===== config.mk =====
export PLATFORM = sky130hd
export DESIGN_NAME = integrator_dac_settle_controller
export DESIGN_NICKNAME = d
export VERILOG_FILES = /design/src/idsc_pkg.sv /design/src/idsc_cfg.sv /design/src/idsc_core.sv /design/src/integrator_dac_settle_controller.sv
export SDC_FILE = /design/constraint.sdc
export NUM_CORES = 1
export LEC_CHECK = 0
export BUFFER_PORTS_ARGS = -buffer_cell sky130_fd_sc_hd__clkbuf_2
export CAP_MARGIN = 20
export CORE_MARGIN = 1
export CORE_UTILIZATION = 55
export CTS_CLUSTER_DIAMETER = 50
export DETAILED_ROUTE_END_ITERATION = 10
export PLACE_DENSITY = 0.84
export SYNTH_ARGS = -nofsm -noshare
export SYNTH_HDL_FRONTEND = slang
export SYNTH_SLANG_ARGS = --single-unit

===== constraint.sdc =====
create_clock -name clk -period 5.62 [get_ports clk]
set_input_delay 0.281 -clock clk [delete_from_list [all_inputs] [get_ports clk]]
set_output_delay 0.281 -clock clk [all_outputs]
set_load 0.03 [all_outputs]

===== src/idsc_pkg.sv =====
package idsc_pkg;

  // Default converter resolution.
  localparam int unsigned ADC_BITS_DEF = 10;

  // Operation codes of an input word.
  localparam logic [1:0] OP_SAMPLE  = 2'd0;
  localparam logic [1:0] OP_WRITE   = 2'd1;
  localparam logic [1:0] OP_REFRESH = 2'd2;

  // Pin drive codes.
  localparam logic [1:0] DRV_HOLD = 2'd0;
  localparam logic [1:0] DRV_UP   = 2'd1;
  localparam logic [1:0] DRV_DOWN = 2'd2;

  // Short pulse codes.
  localparam logic [1:0] PLS_NONE = 2'd0;
  localparam logic [1:0] PLS_UP   = 2'd1;
  localparam logic [1:0] PLS_DOWN = 2'd2;

  // Configuration register indexes.
  localparam logic [1:0] REG_OVERSHOOT    = 2'd0;
  localparam logic [1:0] REG_COARSE_LIMIT = 2'd1;
  localparam logic [1:0] REG_FINE_LIMIT   = 2'd2;
  localparam logic [1:0] REG_FINAL_TOL    = 2'd3;

  // Configuration register reset values.
  localparam logic [9:0] OVERSHOOT_RST    = 10'd10;
  localparam logic [7:0] COARSE_LIMIT_RST = 8'd255;
  localparam logic [7:0] FINE_LIMIT_RST   = 8'd80;
  localparam logic [9:0] FINAL_TOL_RST    = 10'd1;

  localparam int unsigned CFG_DATA_W = 10;

  typedef struct packed {
    logic [9:0] overshoot;
    logic [7:0] coarse_limit;
    logic [7:0] fine_limit;
    logic [9:0] final_tolerance;
  } cfg_t;

  typedef struct packed {
    logic [1:0] drive;
    logic [1:0] pulse;
    logic       busy;
    logic       done;
    logic       success;
  } res_t;

endpackage


===== src/idsc_cfg.sv =====
module idsc_cfg (
  input  logic                               clk,
  input  logic                               rst_n,
  input  logic                               cfg_we,
  input  logic [1:0]                         cfg_index,
  input  logic [idsc_pkg::CFG_DATA_W-1:0]    cfg_wdata,
  output idsc_pkg::cfg_t                     cfg
);

  idsc_pkg::cfg_t cfg_r;

  // Register file: one register per index, unknown indexes cannot occur.
  always_ff @(posedge clk) begin
    if (!rst_n) begin
      cfg_r.overshoot       <= idsc_pkg::OVERSHOOT_RST;
      cfg_r.coarse_limit    <= idsc_pkg::COARSE_LIMIT_RST;
      cfg_r.fine_limit      <= idsc_pkg::FINE_LIMIT_RST;
      cfg_r.final_tolerance <= idsc_pkg::FINAL_TOL_RST;
    end else if (cfg_we) begin
      unique case (cfg_index)
        idsc_pkg::REG_OVERSHOOT:    cfg_r.overshoot       <= cfg_wdata[9:0];
        idsc_pkg::REG_COARSE_LIMIT: cfg_r.coarse_limit    <= cfg_wdata[7:0];
        idsc_pkg::REG_FINE_LIMIT:   cfg_r.fine_limit      <= cfg_wdata[7:0];
        idsc_pkg::REG_FINAL_TOL:    cfg_r.final_tolerance <= cfg_wdata[9:0];
        default: ;
      endcase
    end
  end

  assign cfg = cfg_r;

endmodule


===== src/idsc_core.sv =====
module idsc_core #(
  parameter int unsigned ADC_BITS = idsc_pkg::ADC_BITS_DEF
) (
  input  logic                 clk,
  input  logic                 rst_n,
  input  logic                 fire,
  input  logic [1:0]           op,
  input  logic signed [15:0]   target,
  input  logic [ADC_BITS-1:0]  sample,
  input  idsc_pkg::cfg_t       cfg,
  output idsc_pkg::res_t       res
);

  // Comparison widths: CW covers a level and a 10-bit margin, TW a signed threshold.
  localparam int unsigned CW = (ADC_BITS > 10) ? ADC_BITS : 10;
  localparam int unsigned TW = CW + 2;
  localparam logic signed [17:0] LVL_MAX = 18'((1 << ADC_BITS) - 1);

  typedef enum logic [2:0] {
    PH_IDLE, PH_ENTRY, PH_COARSE_UP, PH_COARSE_DOWN,
    PH_FINE_START, PH_FINE_UP, PH_FINE_DOWN, PH_FINAL
  } phase_t;

  phase_t                phase_r, phase_nxt;
  logic [ADC_BITS-1:0]   tl_r, tl_nxt;
  logic signed [TW-1:0]  thr_r, thr_nxt;
  logic [7:0]            step_r, step_nxt;
  logic                  ro_r, ro_nxt;
  logic [1:0]            drv_r, drv_nxt;

  logic signed [17:0]    treq_x;
  logic [ADC_BITS-1:0]   tgt_clamp;
  logic [ADC_BITS-1:0]   adiff;
  logic [7:0]            step_inc;
  logic signed [TW-1:0]  s_x;
  logic signed [TW-1:0]  thr_up;
  logic signed [TW-1:0]  thr_dn;
  logic                  fin;
  logic                  fin_ok;

  // Clamp the requested level into the converter range.
  always_comb begin
    treq_x = 18'(target);
    if (treq_x < 18'sd0) begin
      tgt_clamp = '0;
    end else if (treq_x > LVL_MAX) begin
      tgt_clamp = LVL_MAX[ADC_BITS-1:0];
    end else begin
      tgt_clamp = treq_x[ADC_BITS-1:0];
    end
  end

  // Distance to the target and the coarse stop thresholds.
  assign adiff    = (sample > tl_r) ? (sample - tl_r) : (tl_r - sample);
  assign step_inc = step_r + 8'd1;
  assign s_x      = $signed(TW'(sample));
  assign thr_up   = $signed(TW'(tl_r)) - $signed(TW'(cfg.overshoot));
  assign thr_dn   = $signed(TW'(tl_r)) + $signed(TW'(cfg.overshoot));

  // Decision for one word.
  always_comb begin
    phase_nxt = phase_r;
    tl_nxt    = tl_r;
    thr_nxt   = thr_r;
    step_nxt  = step_r;
    ro_nxt    = ro_r;
    drv_nxt   = drv_r;
    res       = '0;
    fin       = 1'b0;
    fin_ok    = 1'b0;
    if (phase_r == PH_IDLE) begin
      if (op == idsc_pkg::OP_WRITE) begin
        tl_nxt    = tgt_clamp;
        ro_nxt    = 1'b0;
        phase_nxt = PH_ENTRY;
        res.busy  = 1'b1;
      end else if (op == idsc_pkg::OP_REFRESH) begin
        ro_nxt    = 1'b1;
        phase_nxt = PH_FINE_START;
        res.busy  = 1'b1;
      end
    end else if (op != idsc_pkg::OP_SAMPLE) begin
      // A command during an operation is ignored.
      res.drive = drv_r;
      res.busy  = 1'b1;
    end else begin
      unique case (phase_r)
        PH_ENTRY: begin
          if (CW'(adiff) > CW'(cfg.overshoot)) begin
            if (cfg.coarse_limit == 8'd0) begin
              fin = 1'b1;
            end else begin
              step_nxt = '0;
              if (sample < tl_r) begin
                thr_nxt   = thr_up;
                phase_nxt = PH_COARSE_UP;
                drv_nxt   = idsc_pkg::DRV_UP;
              end else begin
                thr_nxt   = thr_dn;
                phase_nxt = PH_COARSE_DOWN;
                drv_nxt   = idsc_pkg::DRV_DOWN;
              end
            end
          end else begin
            phase_nxt = PH_FINE_START;
          end
        end
        PH_COARSE_UP, PH_COARSE_DOWN: begin
          if ((phase_r == PH_COARSE_UP && s_x >= thr_r) ||
              (phase_r == PH_COARSE_DOWN && s_x <= thr_r)) begin
            drv_nxt   = idsc_pkg::DRV_HOLD;
            phase_nxt = PH_FINE_START;
          end else begin
            step_nxt = step_inc;
            if (step_inc == 8'd0 || step_inc >= cfg.coarse_limit) begin
              fin = 1'b1;
            end
          end
        end
        PH_FINE_START: begin
          if (sample == tl_r) begin
            if (ro_r) begin
              fin    = 1'b1;
              fin_ok = 1'b1;
            end else begin
              phase_nxt = PH_FINAL;
            end
          end else if (cfg.fine_limit == 8'd0) begin
            fin = 1'b1;
          end else begin
            step_nxt  = '0;
            phase_nxt = (sample < tl_r) ? PH_FINE_UP : PH_FINE_DOWN;
            res.pulse = (sample < tl_r) ? idsc_pkg::PLS_UP : idsc_pkg::PLS_DOWN;
          end
        end
        PH_FINE_UP, PH_FINE_DOWN: begin
          if ((phase_r == PH_FINE_UP && sample >= tl_r) ||
              (phase_r == PH_FINE_DOWN && sample <= tl_r)) begin
            // Target crossed: one correction pulse in the same direction.
            res.pulse = (phase_r == PH_FINE_UP) ? idsc_pkg::PLS_UP : idsc_pkg::PLS_DOWN;
            if (ro_r) begin
              fin    = 1'b1;
              fin_ok = 1'b1;
            end else begin
              phase_nxt = PH_FINAL;
            end
          end else begin
            step_nxt = step_inc;
            if (step_inc == 8'd0 || step_inc >= cfg.fine_limit) begin
              fin = 1'b1;
            end else begin
              res.pulse = (phase_r == PH_FINE_UP) ? idsc_pkg::PLS_UP : idsc_pkg::PLS_DOWN;
            end
          end
        end
        PH_FINAL: begin
          fin    = 1'b1;
          fin_ok = CW'(adiff) <= CW'(cfg.final_tolerance);
        end
        PH_IDLE: ;
      endcase
      if (fin) begin
        phase_nxt   = PH_IDLE;
        drv_nxt     = idsc_pkg::DRV_HOLD;
        res.drive   = idsc_pkg::DRV_HOLD;
        res.busy    = 1'b0;
        res.done    = 1'b1;
        res.success = fin_ok;
      end else begin
        res.drive = drv_nxt;
        res.busy  = 1'b1;
      end
    end
  end

  // Controller state, advanced once per word.
  always_ff @(posedge clk) begin
    if (!rst_n) begin
      phase_r <= PH_IDLE;
      tl_r    <= '0;
      thr_r   <= '0;
      step_r  <= '0;
      ro_r    <= 1'b0;
      drv_r   <= idsc_pkg::DRV_HOLD;
    end else if (fire) begin
      phase_r <= phase_nxt;
      tl_r    <= tl_nxt;
      thr_r   <= thr_nxt;
      step_r  <= step_nxt;
      ro_r    <= ro_nxt;
      drv_r   <= drv_nxt;
    end
  end

`ifndef SYNTHESIS
  // The pin is driven up exactly during the upward coarse phase.
  a_drive_up: assert property (@(posedge clk) disable iff (!rst_n)
    (drv_r == idsc_pkg::DRV_UP) == (phase_r == PH_COARSE_UP))
    else $error("drive up does not match coarse up phase");

  // The pin is driven down exactly during the downward coarse phase.
  a_drive_dn: assert property (@(posedge clk) disable iff (!rst_n)
    (drv_r == idsc_pkg::DRV_DOWN) == (phase_r == PH_COARSE_DOWN))
    else $error("drive down does not match coarse down phase");

  // A word that ends an operation leaves the controller idle.
  a_done_idle: assert property (@(posedge clk) disable iff (!rst_n)
    fire && res.done |=> phase_r == PH_IDLE)
    else $error("controller not idle after done");

  // State moves only when a word is processed.
  a_hold: assert property (@(posedge clk) disable iff (!rst_n)
    !fire |=> $stable(phase_r) && $stable(step_r))
    else $error("state changed without a word");

  // Success is reported only together with done, and never while busy.
  a_success: assert property (@(posedge clk) disable iff (!rst_n)
    res.success |-> res.done && !res.busy)
    else $error("success outside done");
`endif

endmodule


===== src/integrator_dac_settle_controller.sv =====
// An accepted input word is held in the input register; its result, decided by combinational logic,
// is written to the result register when the pipeline advances. Throughput: one word per cycle while
// the result channel does not stall; a word follows the previous one back to back. A stalled result
// holds the pipeline only when both stages are full.
// Reset (rst_n, synchronous, active low) empties both registers, puts the controller
// in idle with target level zero and restores the register defaults.
module integrator_dac_settle_controller #(
  parameter int unsigned ADC_BITS = idsc_pkg::ADC_BITS_DEF
) (
  input  logic                              clk,
  input  logic                              rst_n,
  // Input channel.
  input  logic                              in_valid,
  output logic                              in_stall,
  input  logic [1:0]                        in_operation,
  input  logic signed [15:0]                in_target,
  input  logic [ADC_BITS-1:0]               in_sample,
  // Result channel.
  output logic                              out_valid,
  input  logic                              out_stall,
  output logic [1:0]                        out_drive,
  output logic [1:0]                        out_pulse,
  output logic                              out_busy_res,
  output logic                              out_done_res,
  output logic                              out_success,
  // Configuration port.
  input  logic                              cfg_we,
  input  logic [1:0]                        cfg_index,
  input  logic [idsc_pkg::CFG_DATA_W-1:0]   cfg_wdata
);

  logic                  in_valid_r;
  logic [1:0]            in_op_r;
  logic signed [15:0]    in_target_r;
  logic [ADC_BITS-1:0]   in_sample_r;
  logic                  out_valid_r;
  idsc_pkg::res_t        out_res_r;
  idsc_pkg::res_t        res;
  idsc_pkg::cfg_t        cfg;
  logic                  advance;
  logic                  fire;

  // Pipeline moves when the result register is empty or being taken.
  assign advance  = !out_valid_r || !out_stall;
  assign in_stall = in_valid_r && !advance;
  assign fire     = in_valid_r && advance;

  idsc_cfg u_cfg (
    .clk       (clk),
    .rst_n     (rst_n),
    .cfg_we    (cfg_we),
    .cfg_index (cfg_index),
    .cfg_wdata (cfg_wdata),
    .cfg       (cfg)
  );

  idsc_core #(
    .ADC_BITS (ADC_BITS)
  ) u_core (
    .clk    (clk),
    .rst_n  (rst_n),
    .fire   (fire),
    .op     (in_op_r),
    .target (in_target_r),
    .sample (in_sample_r),
    .cfg    (cfg),
    .res    (res)
  );

  // Valid flags of the input and result registers.
  always_ff @(posedge clk) begin
    if (!rst_n) begin
      in_valid_r  <= 1'b0;
      out_valid_r <= 1'b0;
    end else begin
      if (!in_stall) begin
        in_valid_r <= in_valid;
      end
      if (advance) begin
        out_valid_r <= in_valid_r;
      end
    end
  end

  // Payload of the input register.
  always_ff @(posedge clk) begin
    if (in_valid && !in_stall) begin
      in_op_r     <= in_operation;
      in_target_r <= in_target;
      in_sample_r <= in_sample;
    end
  end

  // Payload of the result register.
  always_ff @(posedge clk) begin
    if (fire) begin
      out_res_r <= res;
    end
  end

  assign out_valid    = out_valid_r;
  assign out_drive    = out_res_r.drive;
  assign out_pulse    = out_res_r.pulse;
  assign out_busy_res = out_res_r.busy;
  assign out_done_res = out_res_r.done;
  assign out_success  = out_res_r.success;

endmodule

# ---- Word-level counts from Yosys, hierarchy flattened
# Cells that the tools add are included.
dict set report classes {
  n_lt_le_gt_ge 12
  n_addsub 5
  mux 62
  n_reduce_logical 39
  eq_ne 25
  bitwise_logic 4
}
# operator n
set op_table {}
lappend op_table {{$mux W8} 6}
lappend op_table {{$mux W3} 12}
lappend op_table {{$pmux W8 S4} 1}
lappend op_table {{$mux W10} 3}
lappend op_table {{$mux W2} 13}
lappend op_table {{$logic_not A8 Y1} 3}
lappend op_table {{$mux W1} 21}
lappend op_table {{$gt A10 B10 Y1} 2}
lappend op_table {{$le A10 B10 Y1} 2}
lappend op_table {{$sub A10 B10 Y10} 2}
lappend op_table {{$ge A8 B8 Y1} 2}
lappend op_table {{$gt A16 B11 Y1 const B} 1}
lappend op_table {{$lt A16 B1 Y1 const B} 1}
lappend op_table {{$eq A3 B3 Y1 const B} 4}
lappend op_table {{$ge A11 B12 Y1} 1}
lappend op_table {{$le A11 B12 Y1} 1}
lappend op_table {{$mux W12} 1}
lappend op_table {{$pmux W3 S4} 1}
lappend op_table {{$add A10 B10 Y11} 1}
lappend op_table {{$sub A10 B10 Y11} 1}
lappend op_table {{$eq A10 B10 Y1} 1}
lappend op_table {{$ge A10 B10 Y1} 1}
lappend op_table {{$lt A10 B10 Y1} 1}
lappend op_table {{$ne A2 B2 Y1 const B} 5}
lappend op_table {{29 further kinds} 60}
dict set report word_totals {
  inputBits 45
  word_cells 167
  out_inout_bits 9
  register_bits 109
}

# ---- Longest topological paths before layout
dict set report depth {
  ltp_word 11
  mapped_depth 26
  ltp_nobuf 23
}

# ---- Cells and area by module
# A second synthesis with hierarchy kept.
dict set report hier_totals {
  cells_unflattened 859
  hier_area_um2 7453.4
}
# mod area_per_inst_um2 n_inst seq_area_each_um2 cells_per_inst
set modules_own_cells {}
lappend modules_own_cells {idsc_core 4909.7 1 720.7 676}
lappend modules_own_cells {idsc_cfg 1408.9 1 720.7 140}
lappend modules_own_cells {integrator_dac_settle_controller 1134.8 1 1091.0 43}

# ---- Least setup slack after synthesis
# Ideal clock, no wire load.
dict set report synth_timing {
  kind {register -> register}
  startpoint {register in_sample_r[0]}
  endpoint {register u_core.thr_r[0]}
  t_arrival_ns 5.002
  setup_time_ns 0.086
  stages_incl_launch_ff 25
  required_time_ns 5.534
  path_buffers 1
  slack_ns 0.533
  synth_period_minus_slack_ns 5.087
  cell_sequence {edfxtp_1 -> inv_1 -> ha_1 -> inv_1 -> fa_1 -> a21oi_1 -> o21ai_1 -> a211o_1 -> buf_2 -> nand2_1 -> mux2_2 -> a221oi_1 -> and3_1 -> o31ai_1 -> xor2_1 -> ha_1 -> nand4_1 -> nor3_1 -> a221oi_1 -> a32oi_1 -> and4_1 -> inv_1 -> nor3_1 -> nor2_1 -> a211oi_1}
}
dict set report synth_between {
  elab_chain_cells 4
  word_cells_on_any_way 8
  classes_between {add/sub: 2; order compare: 3; mux: 2; reduce/logical: 1}
}
# element line_no
set synth_lines {}
lappend synth_lines {{start, declared} integrator_dac_settle_controller.sv:35} ;# logic [ADC_BITS-1:0] in_sample_r;
lappend synth_lines {{start signal, assigned} integrator_dac_settle_controller.sv:90} ;# in_sample_r <= in_sample;
lappend synth_lines {{$sub A10 B10 Y10 / $gt A10 B10 Y1 (equally long branches)} idsc_core.sv:54} ;# assign adiff = (sample > tl_r) ? (sample - tl_r) : (tl_r - sample);
lappend synth_lines {{$mux W10} idsc_core.sv:54}
lappend synth_lines {{$gt A10 B10 Y1} idsc_core.sv:89} ;# if (CW'(adiff) > CW'(cfg.overshoot)) begin
lappend synth_lines {{$reduce_and A6 Y1 (no line)} -}
lappend synth_lines {{end signal, assigned} idsc_core.sv:188} ;# thr_r <= thr_nxt;
lappend synth_lines {{end, declared} idsc_core.sv:26} ;# logic signed [TW-1:0] thr_r, thr_nxt;
# Several ways; a longest one is shown, not always the timed one.
# A chain may end at the register's enable or synchronous reset.

# ---- Worst setup path after layout
# Ends and elaborated chain as after synthesis.

==> impl_metrics.env <==
export IMPL_synthTopCellsByArea="dfxtp_1 (21%), ha_1 (15%), edfxtp_1 (15%)"
export IMPL_syn2layout_area_growth_pct=11.0
export IMPL_p_int_mw=1.29
export IMPL_wirelength_um=16800
export IMPL_clockBufferDepth=2
export IMPL_drive_gt1_share_pct=11.9
export IMPL_powerDensity_nw_per_um2=230
export IMPL_outcome="completed"
export IMPL_path_class="reg2reg"
export IMPL_via_count=6036
export IMPL_yosysUniqueCellTypes=63
export IMPL_worstPathRequired_ns=5.88
export IMPL_maxCapViolations=0
export IMPL_reg2reg_depth=24
export IMPL_diodes=0
export IMPL_netlist_instances=845
export IMPL_dp_hpwl_um=13000
export IMPL_nets=1030
export IMPL_cts_buffers=9
export IMPL_grt_pass1_vias=5799
export IMPL_cp_depth=24
export IMPL_overflow=0
export IMPL_clock_sinks=109
export IMPL_cp_top_family="compound AO/OA/AOI/OAI gates"
export IMPL_wl_per_cell_um=15.7
export IMPL_cts_root_buf="clkbuf_16"
export IMPL_final_cells=1070
export IMPL_worst_clock_skew_ns=0.00778
export IMPL_hold_class="in2reg"
export IMPL_drc=0
export IMPL_switching_share_pct=29.0
export IMPL_p_leak_nw=3.37
export IMPL_cts_tree="built"
export IMPL_tightest_slew_ns=0.925
export IMPL_final_seq_area_sq_um=2530
export IMPL_synth_nets=982
export IMPL_fillers=1056
export IMPL_worst_path_buf_inv=4
export IMPL_htreeDepth=3
export IMPL_dieArea_sq_um=13400
export IMPL_yosysTopAreaCell="dfxtp_1"
export IMPL_io_pins=54
export IMPL_slowest_stage="edfxtp_1"
export IMPL_dp_cells=1052
export IMPL_grt_antenna_before_repair=0
export IMPL_crit_path_frequent_cell="inv_1"
export IMPL_finalSetupViolations=0
export IMPL_startpoint="in_sample_r[0]"
export IMPL_period_share_pct=95.2
export IMPL_via_per_inst=5.64
export IMPL_power_switching_mw=0.526
export IMPL_cp_slowest_stage_delay_ns=0.40
export IMPL_max_slew_margin_pct=38.1
export IMPL_rsz0062_at_grt="no"
export IMPL_multi_input_area_sq_um=4170
export IMPL_r2r_end="u_core.thr_r[0]"
export IMPL_clkSlewWorstSetupHoldPaths_ns=0.07
export IMPL_startpoint_type="flop"
export IMPL_clk_latency_ns=0.36
export IMPL_portBuffers=53
export IMPL_die_h_um=116
export IMPL_track_usage_pct=26.5
export IMPL_synth_async_reset_ratio_pct=0
export IMPL_dr_pass1_iters=5
export IMPL_p_comb_share_pct=19.4
export IMPL_synth_avg_cell_area_sq_um=8.43
export IMPL_synth_edf_count=35
export IMPL_hold_viol=0
export IMPL_finalCriticalPeriod_ns=5.35
export IMPL_worstPathCellList="inv_1 > ha_1 > inv_1 > fa_1 > a21oi_1 > o21ai_1 > a211o_1 > nand2_1 > mux2_2 > a221oi_1 > and3_1 > o31ai_1 > xor2_1 > ha_1 > nand4_1 > nor3_2 > a221oi_2 > a32oi_2 > and4_4 > inv_1 > nor3_1 > buf_4 > nor2_1 > a211oi_1"
export IMPL_cp_endpoint="u_core.thr_r[0]"
export IMPL_power_frac_clock_pct=32.9
export IMPL_path_max_fanout=9
export IMPL_synth_area_sq_um=7120
export IMPL_setup_tns_final_ns=0
export IMPL_row_count=41
export IMPL_fmax_mhz=187
export IMPL_critPathArrivalTime_ns=5.61
export IMPL_reg2reg_from="in_sample_r[0]"
export IMPL_antenna_left=0
export IMPL_yosysWarnings=0
export IMPL_ys_seq_elements=109
export IMPL_initial_core_util_pct=56.4
export IMPL_r2r_slack_ns=0.27
export IMPL_drt_initial_drc_count=530
export IMPL_dieWidth_um=116
export IMPL_gp_congestion=0.966
export IMPL_slew_violations=0
export IMPL_grt_first_pass_wirelength_um=27300
export IMPL_ys_flop_type="dfxtp_1"
export IMPL_yosysSeqAreaShare_pct=35.6
export IMPL_vdd_drop_max_mv=0.220
export IMPL_synth_top_cell_area_share_pct=20.8
export IMPL_grt_max_degree=57
export IMPL_seq_power_share_pct=47.7
export IMPL_core_area_sq_um=12600
export IMPL_cp_end_kind="flop"
[worst register-to-register path, stage by stage (launching register included)]
cell and delay (ns):
edfxtp_1 0.40, inv_1 0.10, ha_1 0.15, inv_1 0.06, fa_1 0.38, a21oi_1 0.19
o21ai_1 0.12, a211o_1 0.32, nand2_1 0.11, mux2_2 0.37, a221oi_1 0.33, and3_1 0.23
o31ai_1 0.09, xor2_1 0.19, ha_1 0.33, nand4_1 0.13, nor3_2 0.28, a221oi_2 0.09
a32oi_2 0.31, and4_4 0.31, inv_1 0.07, nor3_1 0.22, buf_4 0.21, nor2_1 0.05
a211oi_1 0.23
[how the worst min path moves through the flow]
stage	start	to	slack, ns	cells past startpoint
2_1_floorplan	in_operation[0]	in_op_r[0]	0.38	0
3_3_place_gp	u_core.thr_r[9]	u_core.thr_r[9]	0.44	2
3_5_place_dp	u_cfg.cfg[9]	u_cfg.cfg[9]	0.45	2
4_1_cts	in_target[4]	in_target_r[4]	0.08	1
5_1_grt	in_target[8]	in_target_r[8]	0.08	1
6_report	in_target[10]	in_target_r[10]	0.1	1
[timing repair]
item / in CTS / in global routing
hold buffers: 0 / 0
setup buffers: 0 / 1
resized for setup: 0 / 9
setup endpoints to repair: 0 / 29
[Yosys cell counts (5+ instances only)]
cell type  instances
nor2b_1            5
nor2_1            90
ha_1              88
nand4_1            7
nor3_1            26
mux2i_1           18
nand2_1          100
a21oi_1           85
a21o_1            15
and3_1             5
xor2_1             8
edfxtp_1          35
o31ai_1            5
o211ai_1          12
a211oi_1           5
o21ai_0           15
a31oi_1            8
clkbuf_1          21
dfxtp_1           74
nor4_1             5
nand3_1           11
xnor2_1           15
nand2b_1          15
inv_1             94
nand3b_1           6
[layout by cell type (no fill, tap or decap), types with 17 or more instances in the layout]
| master | n |
|---|---|
| nor2_1 | 90 |
| mux2i_1 | 17 |
| a21oi_1 | 85 |
| nor3_1 | 25 |
| inv_1 | 94 |
| edfxtp_1 | 35 |
| nand2_1 | 100 |
| dfxtp_1 | 73 |
| ha_1 | 88 |
| clkbuf_2 | 53 |
[registers in the layout, summed over array words and instances (netlist names), 2 cells and up]
register	count
in_op_r	2
u_core.drv_r	2
out_drive	2
in_target_r	16
out_pulse	2
u_cfg.cfg	36
u_core.phase_r	3
u_core.step_r	8
in_sample_r	10
u_core.tl_r	10
u_core.thr_r	12
[power by group through the flow]
stage	registers, mW	logic (mW)	clock network [mW]
floorplan	0.877	0.240	0
global placement	0.883	0.326	0
detailed placement	0.884	0.333	0
CTS	0.866	0.336	0.607
global route	0.869	0.394	0.633
finish	0.866	0.353	0.598
[final cells by class]
type                       instances  share of cell area (%)
sequential                       109                    32.0
clock buffer                      10                    2.90
tap                              172                    2.72
inverter                          94                    4.46
clock inverter                     6                   0.570
timing repair buffer              66                    4.64
multi-input combinational        613                    52.7
[layer usage]
layer	vias up	wire length [um]	GRT usage (%)
met5	-	0	0
met4	0	514	12.1
met3	35	1070	5.18
met2	202	7980	44.2
met1	2773	7240	33.2
li1	3026	-	-
[logic make-up after synthesis]
kind of cell / after synthesis / share of synthesized area, %
flip-flops: 109 / 35.6
adder cells (fa/ha/maj): 92 / 16.6
buffers and inverters: 123 / 6.59
XOR/XNOR: 23 / 2.83
multiplexers: 23 / 3.37
AND/OR/NAND/NOR: 289 / 18.5
AO/OA/AOI/OAI: 186 / 16.6
[metrics by stage]
step | util (%) | area, sq um | total power, mW | setup WS [ns] | hold slack (ns)
4_1_cts | 62.2 | 7850 | 1.81 | 0.166 | 0.0835
2_1_floorplan | - | 7120 | 1.12 | 0.533 | 0.380
3_5_place_dp | 60.0 | 7580 | 1.22 | 0.197 | 0.448
5_1_grt | 62.7 | 7910 | 1.90 | 0.000385 | 0.0809
6_report | 62.7 | 7910 | 1.82 | 0.270 | 0.0957
3_3_place_gp | 60.0 | 7580 | 1.21 | 0.357 | 0.443
(Power assumes the default switching activity.)
